$ cat src/hdl/ksa_pkg.sv
// Shared types and constants for the scan-code set 1 keyboard decoder.
// Holds the key layout lookup, command codes and the result beat struct.
// No dependencies.
`timescale 1ns / 1ps

package ksa_pkg;

  // Input operation codes
  localparam logic OP_BYTE = 1'b0;
  localparam logic OP_IDLE = 1'b1;

  // Result destinations
  localparam logic DEST_CHAR = 1'b0;
  localparam logic DEST_KBD  = 1'b1;

  // Keyboard commands and responses
  localparam logic [7:0] LED_CMD     = 8'hED;
  localparam logic [7:0] KBD_ACK     = 8'hFA;
  localparam logic [7:0] KBD_RESEND  = 8'hFE;
  localparam logic [7:0] RESEND_NONE = 8'hFF;

  // Scan codes with side effects
  localparam logic [7:0] SC_LSHIFT_MAKE  = 8'h2A;
  localparam logic [7:0] SC_RSHIFT_MAKE  = 8'h36;
  localparam logic [7:0] SC_LSHIFT_BREAK = 8'hAA;
  localparam logic [7:0] SC_RSHIFT_BREAK = 8'hB6;
  localparam logic [7:0] SC_CAPS_LOCK    = 8'h3A;
  localparam logic [7:0] SC_NUM_LOCK     = 8'h45;
  localparam logic [7:0] SC_SCROLL_LOCK  = 8'h46;

  // LED bit masks
  localparam logic [2:0] LED_SCROLL = 3'b001;
  localparam logic [2:0] LED_NUM    = 3'b010;
  localparam logic [2:0] LED_CAPS   = 3'b100;

  localparam logic [7:0] CASE_OFFSET = 8'h20;

  typedef struct packed {
    logic       destination;
    logic [7:0] value;
    logic       last;
  } result_t;

  // Layout lookup for make codes below 0x80; zero means no character.
  function automatic logic [7:0] key_char(input logic [6:0] code, input logic shifted);
    logic [7:0] ch;
    ch = 8'h00;
    case (code)
      7'h02: ch = shifted ? 8'h21 : 8'h31;
      7'h03: ch = shifted ? 8'h22 : 8'h32;
      7'h04: ch = shifted ? 8'h23 : 8'h33;
      7'h05: ch = shifted ? 8'h24 : 8'h34;
      7'h06: ch = shifted ? 8'h25 : 8'h35;
      7'h07: ch = shifted ? 8'h26 : 8'h36;
      7'h08: ch = shifted ? 8'h27 : 8'h37;
      7'h09: ch = shifted ? 8'h28 : 8'h38;
      7'h0A: ch = shifted ? 8'h29 : 8'h39;
      7'h0B: ch = shifted ? 8'h7E : 8'h30;
      7'h0C: ch = shifted ? 8'h3D : 8'h2D;
      7'h0D: ch = shifted ? 8'h7E : 8'h5E;
      7'h0E: ch = 8'h08;
      7'h10: ch = 8'h51;
      7'h11: ch = 8'h57;
      7'h12: ch = 8'h45;
      7'h13: ch = 8'h52;
      7'h14: ch = 8'h54;
      7'h15: ch = 8'h59;
      7'h16: ch = 8'h55;
      7'h17: ch = 8'h49;
      7'h18: ch = 8'h4F;
      7'h19: ch = 8'h50;
      7'h1A: ch = shifted ? 8'h60 : 8'h40;
      7'h1B: ch = shifted ? 8'h7B : 8'h5B;
      7'h1C: ch = 8'h0A;
      7'h1E: ch = 8'h41;
      7'h1F: ch = 8'h53;
      7'h20: ch = 8'h44;
      7'h21: ch = 8'h46;
      7'h22: ch = 8'h47;
      7'h23: ch = 8'h48;
      7'h24: ch = 8'h4A;
      7'h25: ch = 8'h4B;
      7'h26: ch = 8'h4C;
      7'h27: ch = shifted ? 8'h2B : 8'h3B;
      7'h28: ch = shifted ? 8'h2A : 8'h3A;
      7'h2B: ch = shifted ? 8'h7D : 8'h5D;
      7'h2C: ch = 8'h5A;
      7'h2D: ch = 8'h58;
      7'h2E: ch = 8'h43;
      7'h2F: ch = 8'h56;
      7'h30: ch = 8'h42;
      7'h31: ch = 8'h4E;
      7'h32: ch = 8'h4D;
      7'h33: ch = shifted ? 8'h3C : 8'h2C;
      7'h34: ch = shifted ? 8'h3E : 8'h2E;
      7'h35: ch = shifted ? 8'h3F : 8'h2F;
      7'h37: ch = 8'h2A;
      7'h39: ch = 8'h20;
      7'h47: ch = 8'h37;
      7'h48: ch = 8'h38;
      7'h49: ch = 8'h39;
      7'h4A: ch = 8'h2D;
      7'h4B: ch = 8'h34;
      7'h4C: ch = 8'h35;
      7'h4D: ch = 8'h36;
      7'h4E: ch = 8'h2B;
      7'h4F: ch = 8'h31;
      7'h50: ch = 8'h32;
      7'h51: ch = 8'h33;
      7'h52: ch = 8'h30;
      7'h53: ch = 8'h2E;
      7'h73: ch = shifted ? 8'h5F : 8'h5C;
      7'h7D: ch = shifted ? 8'h7C : 8'h5C;
      default: ch = 8'h00;
    endcase
    return ch;
  endfunction

endpackage

$ cat src/hdl/keyboard_scancode_to_ascii.sv
// Top level of the scan-code set 1 keyboard decoder with command queue.
// Depends on ksa_pkg for the layout lookup, codes and result struct.
`timescale 1ns / 1ps

// Usage
// Input channel (item_valid / item_stall): one beat per keyboard byte or idle
//   tick. Every beat first offers one send slot for the keyboard command
//   queue; keyboard bytes are then decoded to ASCII or drive shift, lock,
//   acknowledge and resend handling.
// Result channel (result_valid / result_stall): zero to two beats per input
//   beat, in order; last marks the final beat of an input beat.
// Each input beat is registered, and its results go to the result buffer.
// Throughput: one input beat a cycle while each gives at most one result
//   and the receiver does not stall. A lock key holds the next beat, since
//   the command queue RAM takes one write a cycle and a lock key queues two
//   bytes. Items with two results are paced by the result port.
// A four-beat result buffer lets input beats flow while a result waits;
//   when the receiver stalls, the buffer fills and item_stall rises.
// Reset: shift and lock state clear, the queue holds the LED command and a
//   zero LED byte, nothing awaits acknowledge. No clearing pass is needed.
module keyboard_scancode_to_ascii #(
  parameter int QUEUE_DEPTH = 32
) (
  input  logic       clk,
  input  logic       rst,
  input  logic       item_valid,
  output logic       item_stall,
  input  logic       operation,
  input  logic [7:0] scan_code,
  output logic       result_valid,
  input  logic       result_stall,
  output logic       destination,
  output logic [7:0] value,
  output logic       last
);
  import ksa_pkg::*;

  localparam int AW = $clog2(QUEUE_DEPTH);
  localparam int CW = $clog2(QUEUE_DEPTH + 1);
  localparam int SW = CW + 1;
  localparam logic [AW-1:0] LAST_POS  = AW'(QUEUE_DEPTH - 1);
  localparam logic [CW-1:0] DEPTH_CNT = CW'(QUEUE_DEPTH);
  localparam logic [SW-1:0] DEPTH_SUM = SW'(QUEUE_DEPTH);

  // Input register
  logic       in_full;
  logic       op_q;
  logic [7:0] code_q;

  // Decoder state
  logic [1:0]    shift_keys, shift_keys_next;
  logic [2:0]    lock_leds, lock_leds_next;
  logic [AW-1:0] rd_pos, rd_pos_next;
  logic [CW-1:0] q_count, q_count_next;
  logic          awaiting_ack, awaiting_ack_next;
  logic [7:0]    pending_byte, pending_byte_next;

  // Deferred second queue write
  logic          wr2_pending, wr2_pending_next;
  logic [AW-1:0] wr2_addr, wr2_addr_next;
  logic [7:0]    wr2_data, wr2_data_next;

  // Queue RAM and head read
  logic [7:0]    queue_mem [QUEUE_DEPTH];
  logic          wr_en;
  logic [AW-1:0] wr_addr;
  logic [7:0]    wr_data;
  logic [1:0]    boot_entry;
  logic [7:0]    head_raw;
  logic          head_alt_sel;
  logic [7:0]    head_alt;
  logic [7:0]    head_byte;

  // Result buffer
  result_t    obuf [4];
  logic [1:0] owp, orp;
  logic [2:0] ocnt;
  logic       pop;

  logic       fire;
  logic [1:0] n_res;
  result_t    res [2];
  logic [7:0] ch;

  function automatic logic [AW-1:0] pos_inc(input logic [AW-1:0] p);
    return (p == LAST_POS) ? '0 : p + AW'(1);
  endfunction

  function automatic logic [AW-1:0] tail_pos(input logic [AW-1:0] p, input logic [CW-1:0] n);
    logic [SW-1:0] s;
    s = SW'(p) + SW'(n);
    if (s >= DEPTH_SUM) begin
      s = s - DEPTH_SUM;
    end
    return s[AW-1:0];
  endfunction

  assign head_byte    = head_alt_sel ? head_alt : head_raw;
  assign fire         = in_full && !wr2_pending && (ocnt <= 3'd2);
  assign item_stall   = in_full && !fire;
  assign result_valid = (ocnt != 3'd0);
  assign pop          = result_valid && !result_stall;
  assign destination  = obuf[orp].destination;
  assign value        = obuf[orp].value;
  assign last         = obuf[orp].last;

  always_comb begin
    shift_keys_next   = shift_keys;
    lock_leds_next    = lock_leds;
    rd_pos_next       = rd_pos;
    q_count_next      = q_count;
    awaiting_ack_next = awaiting_ack;
    pending_byte_next = pending_byte;
    wr2_pending_next  = 1'b0;
    wr2_addr_next     = wr2_addr;
    wr2_data_next     = wr2_data;
    wr_en             = wr2_pending;
    wr_addr           = wr2_addr;
    wr_data           = wr2_data;
    n_res             = 2'd0;
    res[0]            = '0;
    res[1]            = '0;
    ch                = 8'h00;

    if (fire) begin
      // Send slot: pop the queue head if the queue is not empty and no acknowledge is outstanding
      if (q_count != '0 && !awaiting_ack) begin
        rd_pos_next       = pos_inc(rd_pos);
        q_count_next      = q_count - CW'(1);
        awaiting_ack_next = 1'b1;
        pending_byte_next = head_byte;
        res[0]            = '{destination: DEST_KBD, value: head_byte, last: 1'b0};
        n_res             = 2'd1;
      end

      if (op_q == OP_BYTE) begin
        if (!code_q[7]) begin
          ch = key_char(code_q[6:0], shift_keys != 2'b00);
        end
        // Lower-case letters unless exactly one of shift and caps lock applies
        if (ch >= 8'h41 && ch <= 8'h5A) begin
          if (((lock_leds & LED_CAPS) != 3'b000) == (shift_keys != 2'b00)) begin
            ch = ch + CASE_OFFSET;
          end
        end
        if (ch != 8'h00) begin
          res[n_res[0]] = '{destination: DEST_CHAR, value: ch, last: 1'b0};
          n_res         = n_res + 2'd1;
        end

        case (code_q)
          SC_LSHIFT_MAKE:  shift_keys_next = shift_keys | 2'b01;
          SC_RSHIFT_MAKE:  shift_keys_next = shift_keys | 2'b10;
          SC_LSHIFT_BREAK: shift_keys_next = shift_keys & 2'b10;
          SC_RSHIFT_BREAK: shift_keys_next = shift_keys & 2'b01;
          SC_CAPS_LOCK, SC_NUM_LOCK, SC_SCROLL_LOCK: begin
            if (code_q == SC_CAPS_LOCK) begin
              lock_leds_next = lock_leds ^ LED_CAPS;
            end else if (code_q == SC_NUM_LOCK) begin
              lock_leds_next = lock_leds ^ LED_NUM;
            end else begin
              lock_leds_next = lock_leds ^ LED_SCROLL;
            end
            // Queue LED command now, the LED byte on the following cycle
            if (q_count_next < DEPTH_CNT) begin
              wr_en        = 1'b1;
              wr_addr      = tail_pos(rd_pos_next, q_count_next);
              wr_data      = LED_CMD;
              q_count_next = q_count_next + CW'(1);
            end
            if (q_count_next < DEPTH_CNT) begin
              wr2_pending_next = 1'b1;
              wr2_addr_next    = tail_pos(rd_pos_next, q_count_next);
              wr2_data_next    = {5'b00000, lock_leds_next};
              q_count_next     = q_count_next + CW'(1);
            end
          end
          KBD_ACK: awaiting_ack_next = 1'b0;
          KBD_RESEND: begin
            res[n_res[0]] = '{destination: DEST_KBD,
                              value: awaiting_ack_next ? pending_byte_next : RESEND_NONE,
                              last: 1'b0};
            n_res         = n_res + 2'd1;
          end
          default: ;
        endcase
      end

      if (n_res == 2'd1) begin
        res[0].last = 1'b1;
      end else if (n_res == 2'd2) begin
        res[1].last = 1'b1;
      end
    end
  end

  // Queue RAM: one write port, registered read of the next head
  always_ff @(posedge clk) begin
    if (wr_en) begin
      queue_mem[wr_addr] <= wr_data;
    end
    head_raw <= queue_mem[rd_pos_next];
  end

  // Bypass for a same-cycle write to the head and for the two reset entries
  always_ff @(posedge clk) begin
    if (rst) begin
      boot_entry   <= 2'b11;
      head_alt_sel <= 1'b1;
      head_alt     <= LED_CMD;
    end else begin
      if (wr_en && wr_addr == AW'(0)) begin
        boot_entry[0] <= 1'b0;
      end
      if (wr_en && wr_addr == AW'(1)) begin
        boot_entry[1] <= 1'b0;
      end
      if (wr_en && wr_addr == rd_pos_next) begin
        head_alt_sel <= 1'b1;
        head_alt     <= wr_data;
      end else if (rd_pos_next == AW'(0) && boot_entry[0]) begin
        head_alt_sel <= 1'b1;
        head_alt     <= LED_CMD;
      end else if (rd_pos_next == AW'(1) && boot_entry[1]) begin
        head_alt_sel <= 1'b1;
        head_alt     <= 8'h00;
      end else begin
        head_alt_sel <= 1'b0;
      end
    end
  end

  always_ff @(posedge clk) begin
    if (rst) begin
      in_full      <= 1'b0;
      shift_keys   <= 2'b00;
      lock_leds    <= 3'b000;
      rd_pos       <= '0;
      q_count      <= CW'(2);
      awaiting_ack <= 1'b0;
      pending_byte <= 8'h00;
      wr2_pending  <= 1'b0;
      owp          <= 2'd0;
      orp          <= 2'd0;
      ocnt         <= 3'd0;
    end else begin
      if (item_valid && !item_stall) begin
        in_full <= 1'b1;
      end else if (fire) begin
        in_full <= 1'b0;
      end
      shift_keys   <= shift_keys_next;
      lock_leds    <= lock_leds_next;
      rd_pos       <= rd_pos_next;
      q_count      <= q_count_next;
      awaiting_ack <= awaiting_ack_next;
      pending_byte <= pending_byte_next;
      wr2_pending  <= wr2_pending_next;
      owp          <= owp + n_res;
      if (pop) begin
        orp <= orp + 2'd1;
      end
      ocnt <= ocnt + {1'b0, n_res} - {2'b00, pop};
    end
  end

  // Payload registers: input beat, deferred write, result buffer
  always_ff @(posedge clk) begin
    if (item_valid && !item_stall) begin
      op_q   <= operation;
      code_q <= scan_code;
    end
    wr2_addr <= wr2_addr_next;
    wr2_data <= wr2_data_next;
    if (n_res != 2'd0) begin
      obuf[owp] <= res[0];
    end
    if (n_res == 2'd2) begin
      obuf[owp + 2'd1] <= res[1];
    end
  end

endmodule
$ cat config.mk
export PLATFORM = sky130hd
export DESIGN_NAME = keyboard_scancode_to_ascii
export DESIGN_NICKNAME = d
export VERILOG_FILES = /design/src/hdl/ksa_pkg.sv /design/src/hdl/keyboard_scancode_to_ascii.sv
export SDC_FILE = /design/constraint.sdc
export NUM_CORES = 1
export LEC_CHECK = 0
export ABC_CLOCK_PERIOD_IN_PS = 14800
export BUFFER_PORTS_ARGS = -buffer_cell sky130_fd_sc_hd__buf_2
export CORE_MARGIN = 10
export CORE_UTILIZATION = 40
export DETAILED_ROUTE_END_ITERATION = 10
export PLACE_DENSITY = 0.53
export SLEW_MARGIN = 20
export SYNTH_ARGS = -nofsm -noshare
export SYNTH_HDL_FRONTEND = slang
export SYNTH_SLANG_ARGS = --single-unit
$ cat constraint.sdc
create_clock -name clk -period 14.8 [get_ports clk]
set_clock_uncertainty 0.1 [all_clocks]
set_input_delay 2.22 -clock clk [delete_from_list [all_inputs] [get_ports clk]]
set_output_delay 2.22 -clock clk [all_outputs]
set_load 0.01 [all_outputs]
# Yosys cells after proc, flatten, opt, wreduce, memory -nomap -nowiden
# Memories as Yosys holds them, arrays and structs flattened. A register that Yosys moved wholly into a read port is not among the register bits.
# Index checks and enable logic that the tools add are counted.
# classes
addsub,16
n_lt_le_gt_ge,11
multipliers,0
n_mux,109
div_mod_pow,0
n_bitwise,12
n_shift,0
n_reduce_logical,37
n_eq_ne,82
# op_table
operator,count
$pmux W7 S65,1
$eq A7 B6 Y1 const B,22
$mux W8,17
$mux W5,25
$mux W20,6
$eq A7 B5 Y1 const B,15
$eq A7 B7 Y1 const B,15
$mux W6,14
$eq A7 B4 Y1 const B,7
$bwmux W20,2
$mux W10,4
$eq A8 B8 Y1 const B,4
$eq A7 B3 Y1 const B,4
$eq A8 B6 Y1 const B,3
$mux W2,12
$mux W1,22
$demux W10 S1,2
$eq A8 B7 Y1 const B,2
$add A5 B6 Y7,2
$eq A7 B2 Y1 const B,2
$ge A7 B6 Y1 const B,2
$logic_and A1 B1 Y1,14
$mux W7,2
$add A6 B1 Y6 const B,2
35 further kinds,66
# totals
wordCells,289
latch_bits,0
input_bits,13
mem_bits_ro,0
n_memories,2
ramBits,296
register_bits,62
output_inout_bits,12
# memory_table
name,depth,word_bits,read_ports,rd_clocked_by_memory_dff,wr,line,rtl
queue_mem,32,8,1,1,1,keyboard_scancode_to_ascii.sv:64,logic [7:0] queue_mem [QUEUE_DEPTH];
obuf,4,10,1,1,2,keyboard_scancode_to_ascii.sv:75,result_t obuf [4];

# Longest topological paths before layout
# logic_depth
depth_word,26
mapped_depth,27
ltp_nobuf,25

# Worst setup path after synthesis
# No wires, ideal clock.
# synth_timing
path_type,reg-to-reg
startpoint,reg code_q[3]
endpoint,reg ocnt[2]
setup_time_ns,0.128
required_time_ns,14.572
period_less_slack_ns,5.578
path_slack_ns,9.222
arrival_time_ns,5.351
n_path_buf,2
stages_incl_launch_ff,27
cell_sequence,edfxtp_1 > buf_2 > buf_2 > maj3_2 > a22oi_1 > nand4_1 > or4_4 > nand2_1 > inv_1 > ha_1 > nor4bb_2 > nor2_1 > o22ai_1 > o221ai_1 > ha_1 > ha_1 > mux2i_1 > nor2_1 > inv_1 > ha_1 > inv_1 > ha_1 > inv_1 > fa_1 > xnor2_1 > xnor2_1 > nor2_1
# synth_between
elab_chain_len,21
elab_cells_between_ends,89
cone_classes,add/sub (4); order compare (2); eq/ne (66); mux (15); reduce/logical (2)
# synth_rtl
element,line,rtl
from (decl),keyboard_scancode_to_ascii.sv:48,logic [7:0] code_q;
from (signal assigned),keyboard_scancode_to_ascii.sv:271,code_q <= scan_code;
$eq A7 B7 Y1 (tied with other cells),ksa_pkg.sv:48,case (code)
$pmux W7 S65,ksa_pkg.sv:48,
$mux W7,keyboard_scancode_to_ascii.sv:137,if (!code_q[7]) begin
$mux W8,keyboard_scancode_to_ascii.sv:136,if (op_q == OP_BYTE) begin
$mux W8,keyboard_scancode_to_ascii.sv:125,if (fire) begin
$add A8 B6 Y8 (tied with other cells),keyboard_scancode_to_ascii.sv:143,ch = ch + CASE_OFFSET;
$mux W8 / $logic_and A1 B1 Y1 (equally long branches),"keyboard_scancode_to_ascii.sv:142, keyboard_scancode_to_ascii.sv:141",
$mux W8,keyboard_scancode_to_ascii.sv:141,if (ch >= 8'h41 && ch <= 8'h5A) begin
(+4 left out),-,
$mux W2,keyboard_scancode_to_ascii.sv:136,
$mux W2,keyboard_scancode_to_ascii.sv:125,
$add A2 B1 Y2,keyboard_scancode_to_ascii.sv:183,n_res = n_res + 2'd1;
$mux W2 (*),keyboard_scancode_to_ascii.sv:151,case (code_q)
$mux W2 (*),keyboard_scancode_to_ascii.sv:136,
$mux W2 (*) (2 in a row),keyboard_scancode_to_ascii.sv:125,
$add A3 B2 Y3 (*),keyboard_scancode_to_ascii.sv:263,"ocnt <= ocnt + {1'b0, n_res} - {2'b00, pop};"
$sub A3 B1 Y3 (*),keyboard_scancode_to_ascii.sv:263,
to (signal assigned),keyboard_scancode_to_ascii.sv:263,
to (decl),keyboard_scancode_to_ascii.sv:77,logic [2:0] ocnt;
# Every way passes the cells marked *; elsewhere a longest branch is shown, timed or not. The select of a mux whose other input is x is not followed.
# A chain may end at the register's enable or synchronous reset.

# Worst setup path in the final report
# layout_timing
startpoint,reg code_q[2]
endpoint,reg ocnt[2]
# Same word-level chain as after synthesis.

==> impl_metrics.yaml <==
detailed_routing:
  wl_um: 31600
  via_per_inst: 5.74
  drt_iter0_drc: 740
  vias: 8807
  dr.pass1.iters: 5
  post_drt_wl_per_cell_um: 20.6
  drc: 0
  postRouteAntennaNets: 0
clocking:
  htreeDepth: 1
  clkLatencyLatePin_ps: 550
  cts_resized: 0
  cts-root-buf: "clkbuf_16"
  postCtsHoldBufs: 0
  cts_sinks: 232
  cts_setup_buffers: 0
  numCtsBuffers: 27
  cts_max_path_buffers: 3
  cts_tree: "yes"
  clkTransAtPathRegs_ps: 60
final_layout:
  area_delta_synth_final_pct: 10.5
  multi_input_area_um2: 5850
  num-fill-cells: 2930
  drive_gt1_share_pct: 16.3
  n_antenna_cell: 0
  regArea_um2: 6500
  nets: 1150
setup_path:
  critPathArrivalTime_ps: 6740
  path_class: "register to register"
  crit_path_max_fanout: 43
  cp.depth: 26
  crit_buf_inv: 5
  start_kind: "register"
  endpoint_kind: "register"
  cpMostUsedCell: "ha_1"
  slowest_delay_ps: 590
  r2r_cells: 26
  crit_slowest_cell: "or4_4"
  cp.required_ps: 15100
  cpLargestDelayFamily: "simple AND/OR/NAND/NOR gates"
flow_run:
  cap_violations: 0
synth:
  yosysSeqAreaShare_pct: 50.8
  ys_warn_count: 0
  synth_edf_count: 185
  synth_area_um2: 12800
  ys.flop_type: "edfxtp_1"
  synth_cell_types: 98
  synth-seq-cells: 232
  async_reset_ff_share_pct: 0
  post_synth_inst_count: 1100
  avgSynthCellArea_um2: 11.6
  syn-num-nets: 1139
power_and_ir_drop:
  p_leak_nw: 5.00
  seqPwrFrac_pct: 39.1
  power.density_nw_per_um2: 141
  comb_power_share_pct: 28.1
  cell_internal_pwr_mw: 1.37
  ir_drop_mv: 0.103
  p_total_mw: 2.00
  p_sw_mw: 0.627
  pwr-share-clk_pct: 32.7
  swShare_pct: 31.3
global_routing:
  grt_antenna_before_repair: 0
  grt_pass1_wl_um: 50800
  grt_pass1_vias: 8831
  grtUsageTotal_pct: 16.1
  met2_usage_pct: 27.2
  grt_max_degree: 48
  grt.met1_usage_pct: 21.0
  grt_overflow: 0
  grt-busiest-layer: "met2"
  grtUsageMet3_pct: 2.08
sta:
  period_minus_slack_ps: 6440
  finalHoldViolCount: 0
  tightest_slew_ps: 991
  timing.fmax_ghz: 0.155
  tns_ps: 0
  relSlewSlack_pct: 32.6
  post-route-period-util_pct: 43.5
  finalMaxSlewViolations: 0
  rsz0062_at_grt: "false"
  setup_viol: 0
placed_design:
  gp_congestion: 0.904
  port_buffers: 24
  dp_hpwl_um: 21300
die:
  die_w_um: 199
  pin_count: 25
  coreArea_um2: 31600
  die_h_um: 199
  start_util_pct: 40.6
  die_area_um2: 39500
  core.rowCount: 65
run_status:
  status: "complete, no violations"
hold_path:
  holdPathStages: 2
  hold_class: "register to register"
## routing by layer
layer  wire, um  share of wire (%)
met5          0                  0
met4        910                2.9
met3       1270                4.0
met2      15400                 49
met1      14000                 44
## stage by stage
| step | instance area (um2) | worst slack [ps] | std cells | utilization (%) | hold slack, ps |
|---|---|---|---|---|---|
| 2_1_floorplan | 12800 | 9220 | 1100 | - | 338 |
| 3_3_place_gp | 13300 | 8600 | 1483 | 42.0 | 355 |
| 3_5_place_dp | 13300 | 8430 | 1484 | 42.1 | 361 |
| 4_1_cts | 14100 | 8420 | 1533 | 44.8 | 374 |
| 5_1_grt | 14100 | 7880 | 1533 | 44.8 | 382 |
| 6_report | 14100 | 8360 | 1533 | 44.8 | 373 |
## cells by family after synthesis
| logic type | count (synthesis) | synth area share (%) |
|---|---|---|
| and+or+nand+nor | 386 | 15.9 |
| xor gates and xnor gates | 38 | 2.66 |
| adders and majority gates | 27 | 2.81 |
| muxes | 109 | 12.8 |
| AOI/OAI and AO/OA | 209 | 11.4 |
| DFF | 232 | 50.8 |
| buffers and inverters | 99 | 3.68 |
## final timing paths
kind | start | to | slack, ps
hold / removal | boot_entry[1] | boot_entry[1] | 370
setup / recovery | code_q[2] | ocnt[2] | 8360
hold reg to reg | boot_entry[1] | boot_entry[1] | 370
setup reg to reg | code_q[2] | ocnt[2] | 8360
## cell usage after synthesis (all sizes together) (4+ instances only)
cell type,n,area share (%)
nor2b,16,0.78
nand4,13,0.64
or2,6,0.31
o41ai,4,0.27
nand3,20,0.78
mux2,14,1.3
nor4b,4,0.27
a31o,4,0.27
o21a,6,0.35
or3b,7,0.48
nor2,125,3.8
or3,10,0.49
clkbuf,27,0.79
a22oi,10,0.59
o31ai,5,0.29
ha,23,2.2
and2,9,0.44
xor2,15,1.0
nor3,32,1.3
nor4,16,0.93
nand2b,27,1.3
mux4,42,7.4
a21o,6,0.35
nor3b,10,0.59
mux2i,53,4.1
o22ai,5,0.24
dfxtp,47,7.4
inv,33,0.99
buf,37,1.8
and3,8,0.39
o211ai,15,0.88
a21oi,50,2.1
o21ai,40,1.6
xnor2,23,1.6
nand2,64,2.0
edfxtp,185,43
a211oi,7,0.41
a31oi,10,0.49
a311oi,7,0.53
a211o,4,0.27
## state kept, by name, summed over array words and instances, names as in the netlist, 2 cells and up, named ones only
name and cells:
queue_mem 128, obuf 40, code_q 8, pending_byte 8
q_count 6, rd_pos 5, wr2_addr 5, head_alt 4
head_raw 4, lock_leds 3, ocnt 3, wr2_data 3
boot_entry 2, orp 2, owp 2, shift_keys 2
## tightest hold or removal path, stage by stage (launching register included)
cell and delay, ps:
dfxtp_1 310, o21ai_0 70, nand2b_1 50
## power groups by stage
| stage | logic [mW] | clock network [mW] | registers, mW |
|---|---|---|---|
| after floorplan | 0.446 | 0 | 0.776 |
| after global placement | 0.566 | 0 | 0.797 |
| after detailed placement | 0.562 | 0 | 0.798 |
| after CTS | 0.566 | 0.674 | 0.784 |
| after global routing | 0.630 | 0.698 | 0.789 |
| final | 0.563 | 0.655 | 0.783 |
## final cells by class
type | count | area share, %
repair buffers | 46 | 2.02
inverters | 35 | 0.982
clock inverters | 17 | 1.27
clock buffers | 32 | 4.91
flip-flops and latches | 232 | 45.9
well taps | 402 | 3.56
multi-input cells | 769 | 41.3
## cells in the final DEF, fill, tap and decap left out, drive strengths merged, types with 6 or more instances in the layout
cell type,n
a211oi,7
nor3b,10
nor3,32
and3,8
o21ai,40
clkinv,14
o21a,6
dfxtp,47
a311oi,7
a21o,6
and2,9
or2,6
or3b,7
nand2,64
or3,10
mux4,42
inv,34
o211ai,15
edfxtp,185
nor2,125
nor2b,16
nor4,16
mux2,14
buf,46
a22oi,10
a21oi,50
nand2b,27
xnor2,23
nand3,20
ha,23
clkbuf,32
nand4,13
mux2i,53
xor2,15
a31oi,10
Power figures use the tool's default switching activity.
